[src/design/pfmc_pkg.sv]
// ----------------------------------------------------------------------------
// Packed field match counter package
// Shared constants, register indexes, the lane-to-merge request type and the
// fields-per-word lookup.
// ----------------------------------------------------------------------------
package pfmc_pkg;

  // Width of one streamed word and the number of lanes that look at it.
  localparam int unsigned WordBits = 64;
  localparam int unsigned LaneCnt  = WordBits;
  localparam int unsigned BsW      = 6;
  localparam int unsigned CntW     = 16;
  localparam int unsigned PwW      = 7;
  localparam int unsigned McW      = 3;
  localparam int unsigned MvW      = 32;
  localparam int unsigned CfgIdxW  = 3;
  localparam int unsigned CfgDataW = 32;

  // Popcount grouping in the merge stage.
  localparam int unsigned GrpSize = 8;
  localparam int unsigned GrpCnt  = LaneCnt / GrpSize;
  localparam int unsigned GrpW    = $clog2(GrpSize + 1);
  localparam int unsigned SumW    = $clog2(LaneCnt + 1);

  // Configuration register indexes.
  localparam logic [CfgIdxW-1:0] RegBitSize    = 3'd0;
  localparam logic [CfgIdxW-1:0] RegTotalElems = 3'd1;
  localparam logic [CfgIdxW-1:0] RegMatchCount = 3'd2;
  localparam logic [CfgIdxW-1:0] RegMatchVal0  = 3'd3;
  localparam int unsigned        MatchRegCnt   = 4;

  // Reset values of the configuration registers.
  localparam logic [BsW-1:0]  BitSizeRst    = 6'd4;
  localparam logic [CntW-1:0] TotalElemsRst = 16'd4096;

  // Per-lane hit flags of one word, handed from the lanes to the merge stage.
  typedef struct packed {
    logic                valid;
    logic                last;
    logic [LaneCnt-1:0]  hits;
  } hit_req_t;

  // Number of whole fields that fit in one word for a given field width.
  function automatic logic [PwW-1:0] fields_per_word(input logic [BsW-1:0] bs);
    logic [PwW-1:0] pw;
    case (bs) inside
      6'd0:            pw = 7'd0;
      6'd1:            pw = 7'd64;
      6'd2:            pw = 7'd32;
      6'd3:            pw = 7'd21;
      6'd4:            pw = 7'd16;
      6'd5:            pw = 7'd12;
      6'd6:            pw = 7'd10;
      6'd7:            pw = 7'd9;
      6'd8:            pw = 7'd8;
      6'd9:            pw = 7'd7;
      6'd10:           pw = 7'd6;
      [6'd11:6'd12]:   pw = 7'd5;
      [6'd13:6'd16]:   pw = 7'd4;
      [6'd17:6'd21]:   pw = 7'd3;
      [6'd22:6'd32]:   pw = 7'd2;
      default:         pw = 7'd1;
    endcase
    return pw;
  endfunction

endpackage

[src/design/pfmc_lane.sv]
// ----------------------------------------------------------------------------
// Packed field match counter lane
// Extracts one field of the word at a fixed lane position and compares it
// against every active match value.
// ----------------------------------------------------------------------------
module pfmc_lane
  import pfmc_pkg::*;
#(
  parameter int unsigned LANE      = 0,
  parameter int unsigned MAX_MATCH = 4
) (
  input  logic [WordBits-1:0]  word_i,
  input  logic [BsW-1:0]       bit_size_i,
  input  logic                 lane_en_i,
  input  logic [MvW-1:0]       match_val_i [MAX_MATCH],
  input  logic [MAX_MATCH-1:0] match_en_i,
  output logic                 hit_o
);

  logic [BsW-1:0]      ofs;
  logic [WordBits-1:0] mask;
  logic [WordBits-1:0] field;
  logic [MAX_MATCH-1:0] eq;

  // Field offset is lane times width; only meaningful while the lane is enabled.
  assign ofs   = BsW'(LANE) * bit_size_i;
  assign mask  = ~({WordBits{1'b1}} << bit_size_i);
  assign field = (word_i >> ofs) & mask;

  // Compare against each match value in full width.
  always_comb begin
    for (int k = 0; k < MAX_MATCH; k++) begin
      eq[k] = match_en_i[k] && (field == {{(WordBits-MvW){1'b0}}, match_val_i[k]});
    end
  end

  assign hit_o = lane_en_i && (|eq);

endmodule

[config.mk]
export PLATFORM = sky130hd
export DESIGN_NAME = pfmc_lane
export DESIGN_NICKNAME = d
export VERILOG_FILES = /design/src/design/pfmc_pkg.sv /design/src/design/pfmc_lane.sv
export SDC_FILE = /design/constraint.sdc
export NUM_CORES = 1
export LEC_CHECK = 0
export BUFFER_PORTS_ARGS = -buffer_cell sky130_fd_sc_hd__buf_2
export CORE_MARGIN = 8
export CORE_UTILIZATION = 35
export DETAILED_ROUTE_END_ITERATION = 12
export MAX_ROUTING_LAYER = met4
export PLACE_DENSITY_LB_ADDON = 0.2
export RECOVER_POWER = 100
export SLEW_MARGIN = 25
export SYNTH_ARGS = -nofsm -noshare
export SYNTH_HDL_FRONTEND = slang
export SYNTH_SLANG_ARGS = --single-unit
export TNS_END_PERCENT = 10
[constraint.sdc]
create_clock -name vclk -period 2.3
set_input_delay 0 -clock vclk [all_inputs]
set_output_delay 0 -clock vclk [all_outputs]
set_load 0.02 [all_outputs]
==> flow_summary.ini <==
[synthesis]
post_synth_num_cell_types = 71
yosys.area.top_type = xor2_1
synth_area_um2 = 2839
ys_seq_area_share_pct = 0
syn-instance-count = 428
synth_top_area_share_pct = 10.18
synth_area_per_cell_um2 = 6.633
synthesis.nets = 631
yosysWarnings = 0
synth_area_leaders = xor2_1 10%, xnor2_1 7.4%, o21ai_0 4.2%, o22ai_1 4.0%, inv_1 3.8%

[global_route]
grt_pass1_vias = 5525
grt_antenna_before_repair = 0
grt_pass1_wl_mm = 30.23
grt_overflow_total = 0
grt_max_degree = 16
grtUsageTotal_pct = 34.66

[cells_and_area]
layout_commonest_cell = buf_2
regArea_um2 = 0
final_cell_mix = 200 x buf_2, 97 x buf_4, 31 x xor2_1
n_clock_buffer = 0
area_growth_pct = 77.43
antenna_cells = 0
instances_no_fill = 820
num-nets-final = 920
n_fill_cell = 741
finalInstanceArea_um2 = 5037
drive_above_1_share_pct = 50.63
utilization_pct = 62.56
seq_cells = 0

[critical_path]
cpLargestDelayFamily = simple AND/OR/NAND/NOR gates
critPathLaunchType = primary input
slowest_delay_ns = 0.55
worstPathRequired_ns = 2.30
cp.buffers_inverters = 4
critical_path.cell_chain = buf_12 > buf_12 > or2_4 > buf_6 > o21ai_4 > xnor2_2 > or4_4 > nor4_4 > nand4_1 > a41oi_2 > buf_4
path_common_cell = buf_12
crit_arrival_ns = 2.31
critical_path.startpoint = bit_size_i[5]
crit_type = in -> out
critPathCaptureType = output pin
crit_slowest_cell = or4_4
critical_path.max_fanout = 7

[routing]
wirelength_mm = 20.36
drtAntennaViolNets = 0
drtPass1Iterations = 6
first_iter_violations = 567
wl_per_cell_um = 24.82
drcViolationCount = 0
vias = 5207
via_per_inst = 6.350

[place]
place_hpwl_mm = 17.53
gp_congestion = 1.045
place_area_um2 = 4629
dp.cells = 809
port_buffers = 203
pre_cts_slack_ns = -0.1591

[floorplan]
dieArea_um2 = 11250
io_pins = 204
initial_core_util_pct = 35.26
die_y_um = 106.1
fp.dieW_um = 106.1
rows = 33
core_um2 = 8051

[outcome]
outcome = complete, but fails checks
violations = setup timing

[power_and_ir_drop]
max-vdd-ir-drop_v = 0.0001625
cellPowerDensity_nw_per_um2 = 210.3
power.leakage_nw = 2.366

[timing]
setup_viol = 1
max_freq_mhz = 433.4
worst_slew_margin_rel_pct = 61.72
finalMaxSlewViolations = 0
period_share_pct = 100.3
finalHoldViolCount = 0
worst_slew_pin_slew_ns = 0.5670
fin_crit_ns = 2.307
rsz0062_at_grt = true
fin_ws_ns = -0.007496

[run]
maxCapViolCount = 0

[hold_path]
min_from = lane_en_i
min_path_type = in -> out

[clocking]
cts_hold_buf = 0
per-layer routing:
| layer | wire [um] | vias up | GRT usage [%] |
|---|---|---|---|
| li1 | - | 2273 | - |
| met1 | 7701 | 2389 | 41.35 |
| met2 | 9347 | 455 | 56.97 |
| met3 | 2156 | 90 | 5.203 |
| met4 | 1151 | 0 | 14.47 |
| met5 | 0 | - | - |
synthesized netlist by cell type (7+ instances only):
| cell type | number |
|---|---|
| o2111ai_1 | 9 |
| clkbuf_1 | 8 |
| o21ai_0 | 24 |
| a2111oi_0 | 7 |
| a21oi_1 | 12 |
| o22ai_1 | 18 |
| inv_1 | 29 |
| buf_2 | 9 |
| nor2b_1 | 8 |
| xnor2_1 | 24 |
| o21ai_1 | 10 |
| nand3_1 | 14 |
| nor4_1 | 16 |
| xor2_1 | 33 |
| nand2_1 | 28 |
| nor3_1 | 7 |
| a22oi_1 | 8 |
| o211ai_1 | 8 |
| nor2_1 | 16 |
| o21a_1 | 8 |
| nand4_1 | 10 |
| nand2b_1 | 7 |
stage by stage:
stage           power, W  hold slack, ns    TNS, ns
2_1_floorplan  0.0004022          0.1141          0
3_3_place_gp   0.0009327          0.4453    -0.1564
3_5_place_dp   0.0009342          0.4402    -0.1591
4_1_cts        0.0009637          0.4468   -0.01884
5_1_grt         0.001110          0.4737   -0.04445
6_report        0.001059          0.4467  -0.007496
tightest hold or removal path, stage by stage:
cell     delay [ns]
buf_2          0.10
nand2_1        0.12
a41oi_2        0.06
buf_4          0.16
final cells by class:
| type | count | area [um2] | share of cell area, % |
|---|---|---|---|
| tap | 105 | 131.4 | 2.608 |
| multi-input combinational | 375 | 2867 | 56.91 |
| timing repair buffer | 311 | 1931 | 38.33 |
| inverter | 29 | 108.9 | 2.161 |
what timing repair did:
action,CTS,global route
pin swaps,11,30
gates resized for setup,29,44
setup buffers,3,8
endpoints found under the setup margin,1,1
final timing paths:
check / end / depth (start not counted)
min: hit_o / 4
max: hit_o / 11
power breakdown:
group	switching (W)	internal [W]
combinational	0.000564	0.000496
sequential	0	0
clock	0	0
total	0.000564	0.000496
cell families (layout without fill, tap and decap cells):
kind of cell    count (synthesis)  count (layout)  share of synthesized area, %
compound gates                180             180                         46.98
xor+xnor                       57              57                         17.58
buf+inv                        53             340                         8.594
mux                             1               1                        0.3966
simple gates                  137             137                         26.44
(Power assumes the default switching activity.)
