===== config.mk =====
export PLATFORM = sky130hd
export DESIGN_NAME = pfmc_merge
export DESIGN_NICKNAME = d
export VERILOG_FILES = /design/src/design/pfmc_pkg.sv /design/src/design/pfmc_merge.sv
export SDC_FILE = /design/constraint.sdc
export NUM_CORES = 1
export LEC_CHECK = 0
export BUFFER_PORTS_ARGS = -buffer_cell sky130_fd_sc_hd__buf_2
export CAP_MARGIN = 20
export CORE_ASPECT_RATIO = 1.4
export CORE_MARGIN = 2
export CORE_UTILIZATION = 55
export CTS_BUF_LIST = sky130_fd_sc_hd__clkbuf_4
export DETAILED_ROUTE_END_ITERATION = 7
export PLACE_DENSITY = 0.79
export SETUP_SLACK_MARGIN = 0.02
export SLEW_MARGIN = 20
export SYNTH_ARGS = -nofsm -noshare
export SYNTH_HDL_FRONTEND = slang
export SYNTH_SLANG_ARGS = --single-unit

===== constraint.sdc =====
create_clock -name clk_i -period 14 [get_ports clk_i]
set_clock_uncertainty 0.2 [all_clocks]
set_input_delay 2.1 -clock clk_i [delete_from_list [all_inputs] [get_ports clk_i]]
set_output_delay 2.1 -clock clk_i [all_outputs]
set_load 0.005 [all_outputs]

===== src/design/pfmc_pkg.sv =====
// ----------------------------------------------------------------------------
// Packed field match counter package
// Shared constants, register indexes, the lane-to-merge request type and the
// fields-per-word lookup.
// ----------------------------------------------------------------------------
package pfmc_pkg;

  // Width of one streamed word and the number of lanes that look at it.
  localparam int unsigned WordBits = 64;
  localparam int unsigned LaneCnt  = WordBits;
  localparam int unsigned BsW      = 6;
  localparam int unsigned CntW     = 16;
  localparam int unsigned PwW      = 7;
  localparam int unsigned McW      = 3;
  localparam int unsigned MvW      = 32;
  localparam int unsigned CfgIdxW  = 3;
  localparam int unsigned CfgDataW = 32;

  // Popcount grouping in the merge stage.
  localparam int unsigned GrpSize = 8;
  localparam int unsigned GrpCnt  = LaneCnt / GrpSize;
  localparam int unsigned GrpW    = $clog2(GrpSize + 1);
  localparam int unsigned SumW    = $clog2(LaneCnt + 1);

  // Configuration register indexes.
  localparam logic [CfgIdxW-1:0] RegBitSize    = 3'd0;
  localparam logic [CfgIdxW-1:0] RegTotalElems = 3'd1;
  localparam logic [CfgIdxW-1:0] RegMatchCount = 3'd2;
  localparam logic [CfgIdxW-1:0] RegMatchVal0  = 3'd3;
  localparam int unsigned        MatchRegCnt   = 4;

  // Reset values of the configuration registers.
  localparam logic [BsW-1:0]  BitSizeRst    = 6'd4;
  localparam logic [CntW-1:0] TotalElemsRst = 16'd4096;

  // Per-lane hit flags of one word, handed from the lanes to the merge stage.
  typedef struct packed {
    logic                valid;
    logic                last;
    logic [LaneCnt-1:0]  hits;
  } hit_req_t;

  // Number of whole fields that fit in one word for a given field width.
  function automatic logic [PwW-1:0] fields_per_word(input logic [BsW-1:0] bs);
    logic [PwW-1:0] pw;
    case (bs) inside
      6'd0:            pw = 7'd0;
      6'd1:            pw = 7'd64;
      6'd2:            pw = 7'd32;
      6'd3:            pw = 7'd21;
      6'd4:            pw = 7'd16;
      6'd5:            pw = 7'd12;
      6'd6:            pw = 7'd10;
      6'd7:            pw = 7'd9;
      6'd8:            pw = 7'd8;
      6'd9:            pw = 7'd7;
      6'd10:           pw = 7'd6;
      [6'd11:6'd12]:   pw = 7'd5;
      [6'd13:6'd16]:   pw = 7'd4;
      [6'd17:6'd21]:   pw = 7'd3;
      [6'd22:6'd32]:   pw = 7'd2;
      default:         pw = 7'd1;
    endcase
    return pw;
  endfunction

endpackage


===== src/design/pfmc_merge.sv =====
// ----------------------------------------------------------------------------
// Packed field match counter merge stage
// Counts the lane hits through a registered two-level tree, accumulates the
// saturating total and holds the result request until it is taken.
// ----------------------------------------------------------------------------
module pfmc_merge
  import pfmc_pkg::*;
(
  input  logic            clk_i,
  input  logic            rst_ni,
  input  hit_req_t        hit_req_i,
  output logic            stall_o,
  output logic            out_valid_o,
  input  logic            out_ready_i,
  output logic [CntW-1:0] match_total_o
);

  logic               s2_valid_q, s2_valid_d;
  logic               s2_last_q;
  logic [GrpW-1:0]    grp_q [GrpCnt];
  logic [GrpW-1:0]    grp_d [GrpCnt];
  logic [CntW-1:0]    acc_q;
  logic [SumW-1:0]    sum;
  logic [CntW:0]      tot;
  logic [CntW-1:0]    sat;
  logic               out_valid_q, out_valid_d;
  logic [CntW-1:0]    out_total_q;
  logic               emit;

  // The pipeline holds only when a finished total cannot enter the output register.
  assign stall_o = s2_valid_q && s2_last_q && out_valid_q && !out_ready_i;
  assign emit    = !stall_o && s2_valid_q && s2_last_q;

  // First tree level: popcount of each group of lanes.
  always_comb begin
    for (int g = 0; g < GrpCnt; g++) begin
      grp_d[g] = '0;
      for (int b = 0; b < GrpSize; b++) begin
        grp_d[g] = grp_d[g] + GrpW'(hit_req_i.hits[g*GrpSize+b]);
      end
    end
  end

  // Second level: sum the groups and add into the saturating total.
  always_comb begin
    sum = '0;
    for (int g = 0; g < GrpCnt; g++) begin
      sum = sum + SumW'(grp_q[g]);
    end
    tot = {1'b0, acc_q} + (CntW+1)'(sum);
    sat = tot[CntW] ? {CntW{1'b1}} : tot[CntW-1:0];
  end

  assign s2_valid_d  = stall_o ? s2_valid_q : hit_req_i.valid;
  assign out_valid_d = (out_valid_q && !out_ready_i) || emit;

  // Control registers.
  always_ff @(posedge clk_i or negedge rst_ni) begin
    if (!rst_ni) begin
      s2_valid_q  <= 1'b0;
      out_valid_q <= 1'b0;
      acc_q       <= '0;
    end else begin
      s2_valid_q  <= s2_valid_d;
      out_valid_q <= out_valid_d;
      if (!stall_o && s2_valid_q) begin
        acc_q <= s2_last_q ? '0 : sat;
      end
    end
  end

  // Payload registers.
  always_ff @(posedge clk_i) begin
    if (!stall_o) begin
      s2_last_q <= hit_req_i.last;
      grp_q     <= grp_d;
    end
    if (emit) begin
      out_total_q <= sat;
    end
  end

  assign out_valid_o   = out_valid_q;
  assign match_total_o = out_total_q;

endmodule


==> flow_summary.ini <==
[sta]
fin_setup_tns_ps = 0
post-route-period-util_pct = 38.5
slew_headroom_pct = 49.7
rsz0062_at_grt = false
worstMarginPinSlew_ps = 751
period_needed_ps = 5390
hold_viol = 0
drv_slew = 0
finalSetupViolCount = 0
fmax_mhz = 186

[routing]
num_vias = 3115
post_drt_wl_per_cell_um = 13.8
ant_nets = 0
drc = 0
drt_wl_total_um = 8320
drtPass1Iterations = 4
vias_per_cell = 5.18
first_iter_violations = 78

[setup_path]
cpMaxStageDelayCell = or3_1
path_depth = 15
crit_type = register to register
crit_fanout = 18
max_stage_delay_ps = 630
required_ps = 14110
path_cells = inv_1 > fa_1 > inv_1 > fa_1 > fa_1 > inv_1 > fa_1 > inv_1 > ha_1 > fa_1 > a21o_1 > a221oi_2 > or3_1 > o21ai_0 > a22o_1
cp_data_arrival_time_ps = 5500
critical_path.most_common_cell = fa_1
cp_top_family = adder cells
start_kind = register
cp-end-kind = register
r2r_cells = 15
path_buf_inv = 4

[global_route]
antenna_found_initial = 0
grt_pass1_vias = 3427
gr-total-overflow = 0
grt_usage_pct = 19.3
grt_max_degree = 36
grt_first_pass_wirelength_um = 14500

[clocking]
cts_buffers = 9
clock-root-buffer = clkbuf_4
clock_latency_ps = 420
cts.sinks = 67
h-tree-depth = 3
cts_tree = done
cts.reportedPaths.clkPinSlew_ps = 110
ctsResizeCount = 0
ctsHoldBuffers = 0
cts_setup_buffers = 0
cts.path.max_buffers = 2

[floorplanning]
start_util_pct = 56.4
ioPinCount = 87
fp-row-count = 40
chipWidth_um = 83.1
core_area_mm2 = 0.00856
die_height_um = 115
die_area_mm2 = 0.00955

[run_status]
status = finished, final reports clean

[synthesis]
syn_avg_cell_area_um2 = 12.1
yosysWarnings = 0
syn_nets = 563
synth_top_area_share_pct = 30.5
synth-seq-cells = 67
ys.flop_type = edfxtp_1
netlist_instances = 398
async_flop_share_pct = 26.9
synth.area.top_cells = edfxtp_1, fa_1, ha_1
ys_types = 43
syn-cell-area_mm2 = 0.00482
synth-edff-count = 49
synth.most_common_cell = inv_1
yosysTopAreaCell = edfxtp_1
yosys-top-cells-count = inv_1, fa_1, edfxtp_1
ys_seq_area_share_pct = 39.8

[layout]
fill_cells = 665
multi_input_area_mm2 = 0.00248
antenna_cells = 0
synthToLayoutAreaGrowth_pct = 13.7
seq_area_mm2 = 0.00192
nets = 656
drive_above_1_share_pct = 22.4

[min_path]
hp-class = register to register
whs_path_depth = 1

[placed_design]
io_buffers = 86
dp_hpwl_um = 6960
place_congestion = 0.826

[flow_run]
drv_cap = 0
layout make-up:
type / count / share of cell area [%]
multi-input cells: 222 / 45.3
flip-flops and latches: 67 / 35.1
repair buffers: 88 / 8.12
inverters: 103 / 7.05
well taps: 105 / 2.40
clock buffers: 14 / 1.92
clock inverters: 2 / 0.160
through the flow:
stage               std cells  util [%]  hold WS [ps]  setup WS, ps  area [um^2]
finish                    601      64.1           329          8610         5480
global route              601      64.1           354          8380         5480
CTS                       601      64.0           332          8600         5480
detailed placement        585      62.7           303          8600         5370
global placement          585      62.7           304          8720         5370
floorplan                 398         -           280          8350         4820
logic make-up after synthesis:
logic type	after synthesis	synth area share, %
AOI/OAI and AO/OA	53	7.86
xor gates and xnor gates	17	3.09
adders and majority gates	96	34.1
buffers and inverters	109	8.72
DFF	67	39.8
muxes	1	0.208
and+or+nand+nor	55	6.20
per-layer routing:
layer,global-route usage [%],part of all wire [%],up-vias
met4,7.98,2.5,0
met3,3.37,3.6,14
met5,0,0,-
met2,38.9,59,80
met1,19.4,35,1548
li1,-,-,1473
layout by cell type, fill, tap and decap left out, types with 3 or more instances in the layout:
master,count
o211ai_1,3
nor2_1,8
nor2b_1,10
ha_1,37
buf_2,86
o21ai_0,5
xor2_1,11
nand2_2,4
a21o_1,6
a21oi_1,13
clkbuf_4,14
xnor2_1,6
dfrtp_1,18
nand2b_1,5
inv_1,103
nand3_1,4
nand2_1,12
fa_1,59
edfxtp_1,49
a22o_1,11
registers in the layout (all words and copies together), names as in the netlist:
register       cells
grp_q             32
s2_valid_q         1
match_total_o     16
out_valid_o        1
s2_last_q          1
acc_q             16
path summary, 6_finish.rpt:
check / from / end / slack [ps]
max in group asynchronous: rst_ni / acc_q[13]$_DFFE_PN0P_ / 11880
setup / recovery: grp_q[2]$_DFFE_PN_ / acc_q[9]$_DFFE_PN0P_ / 8610
setup reg to reg: grp_q[2]$_DFFE_PN_ / acc_q[9]$_DFFE_PN0P_ / 8610
min in group asynchronous: rst_ni / acc_q[10]$_DFFE_PN0P_ / 1400
hold reg to reg: acc_q[7]$_DFFE_PN0P_ / acc_q[7]$_DFFE_PN0P_ / 330
hold / removal: acc_q[7]$_DFFE_PN0P_ / acc_q[7]$_DFFE_PN0P_ / 330
Power is left out: the tool's default activity adds up to more than one toggle a clock period on the data nets, which glitch-free logic cannot reach.
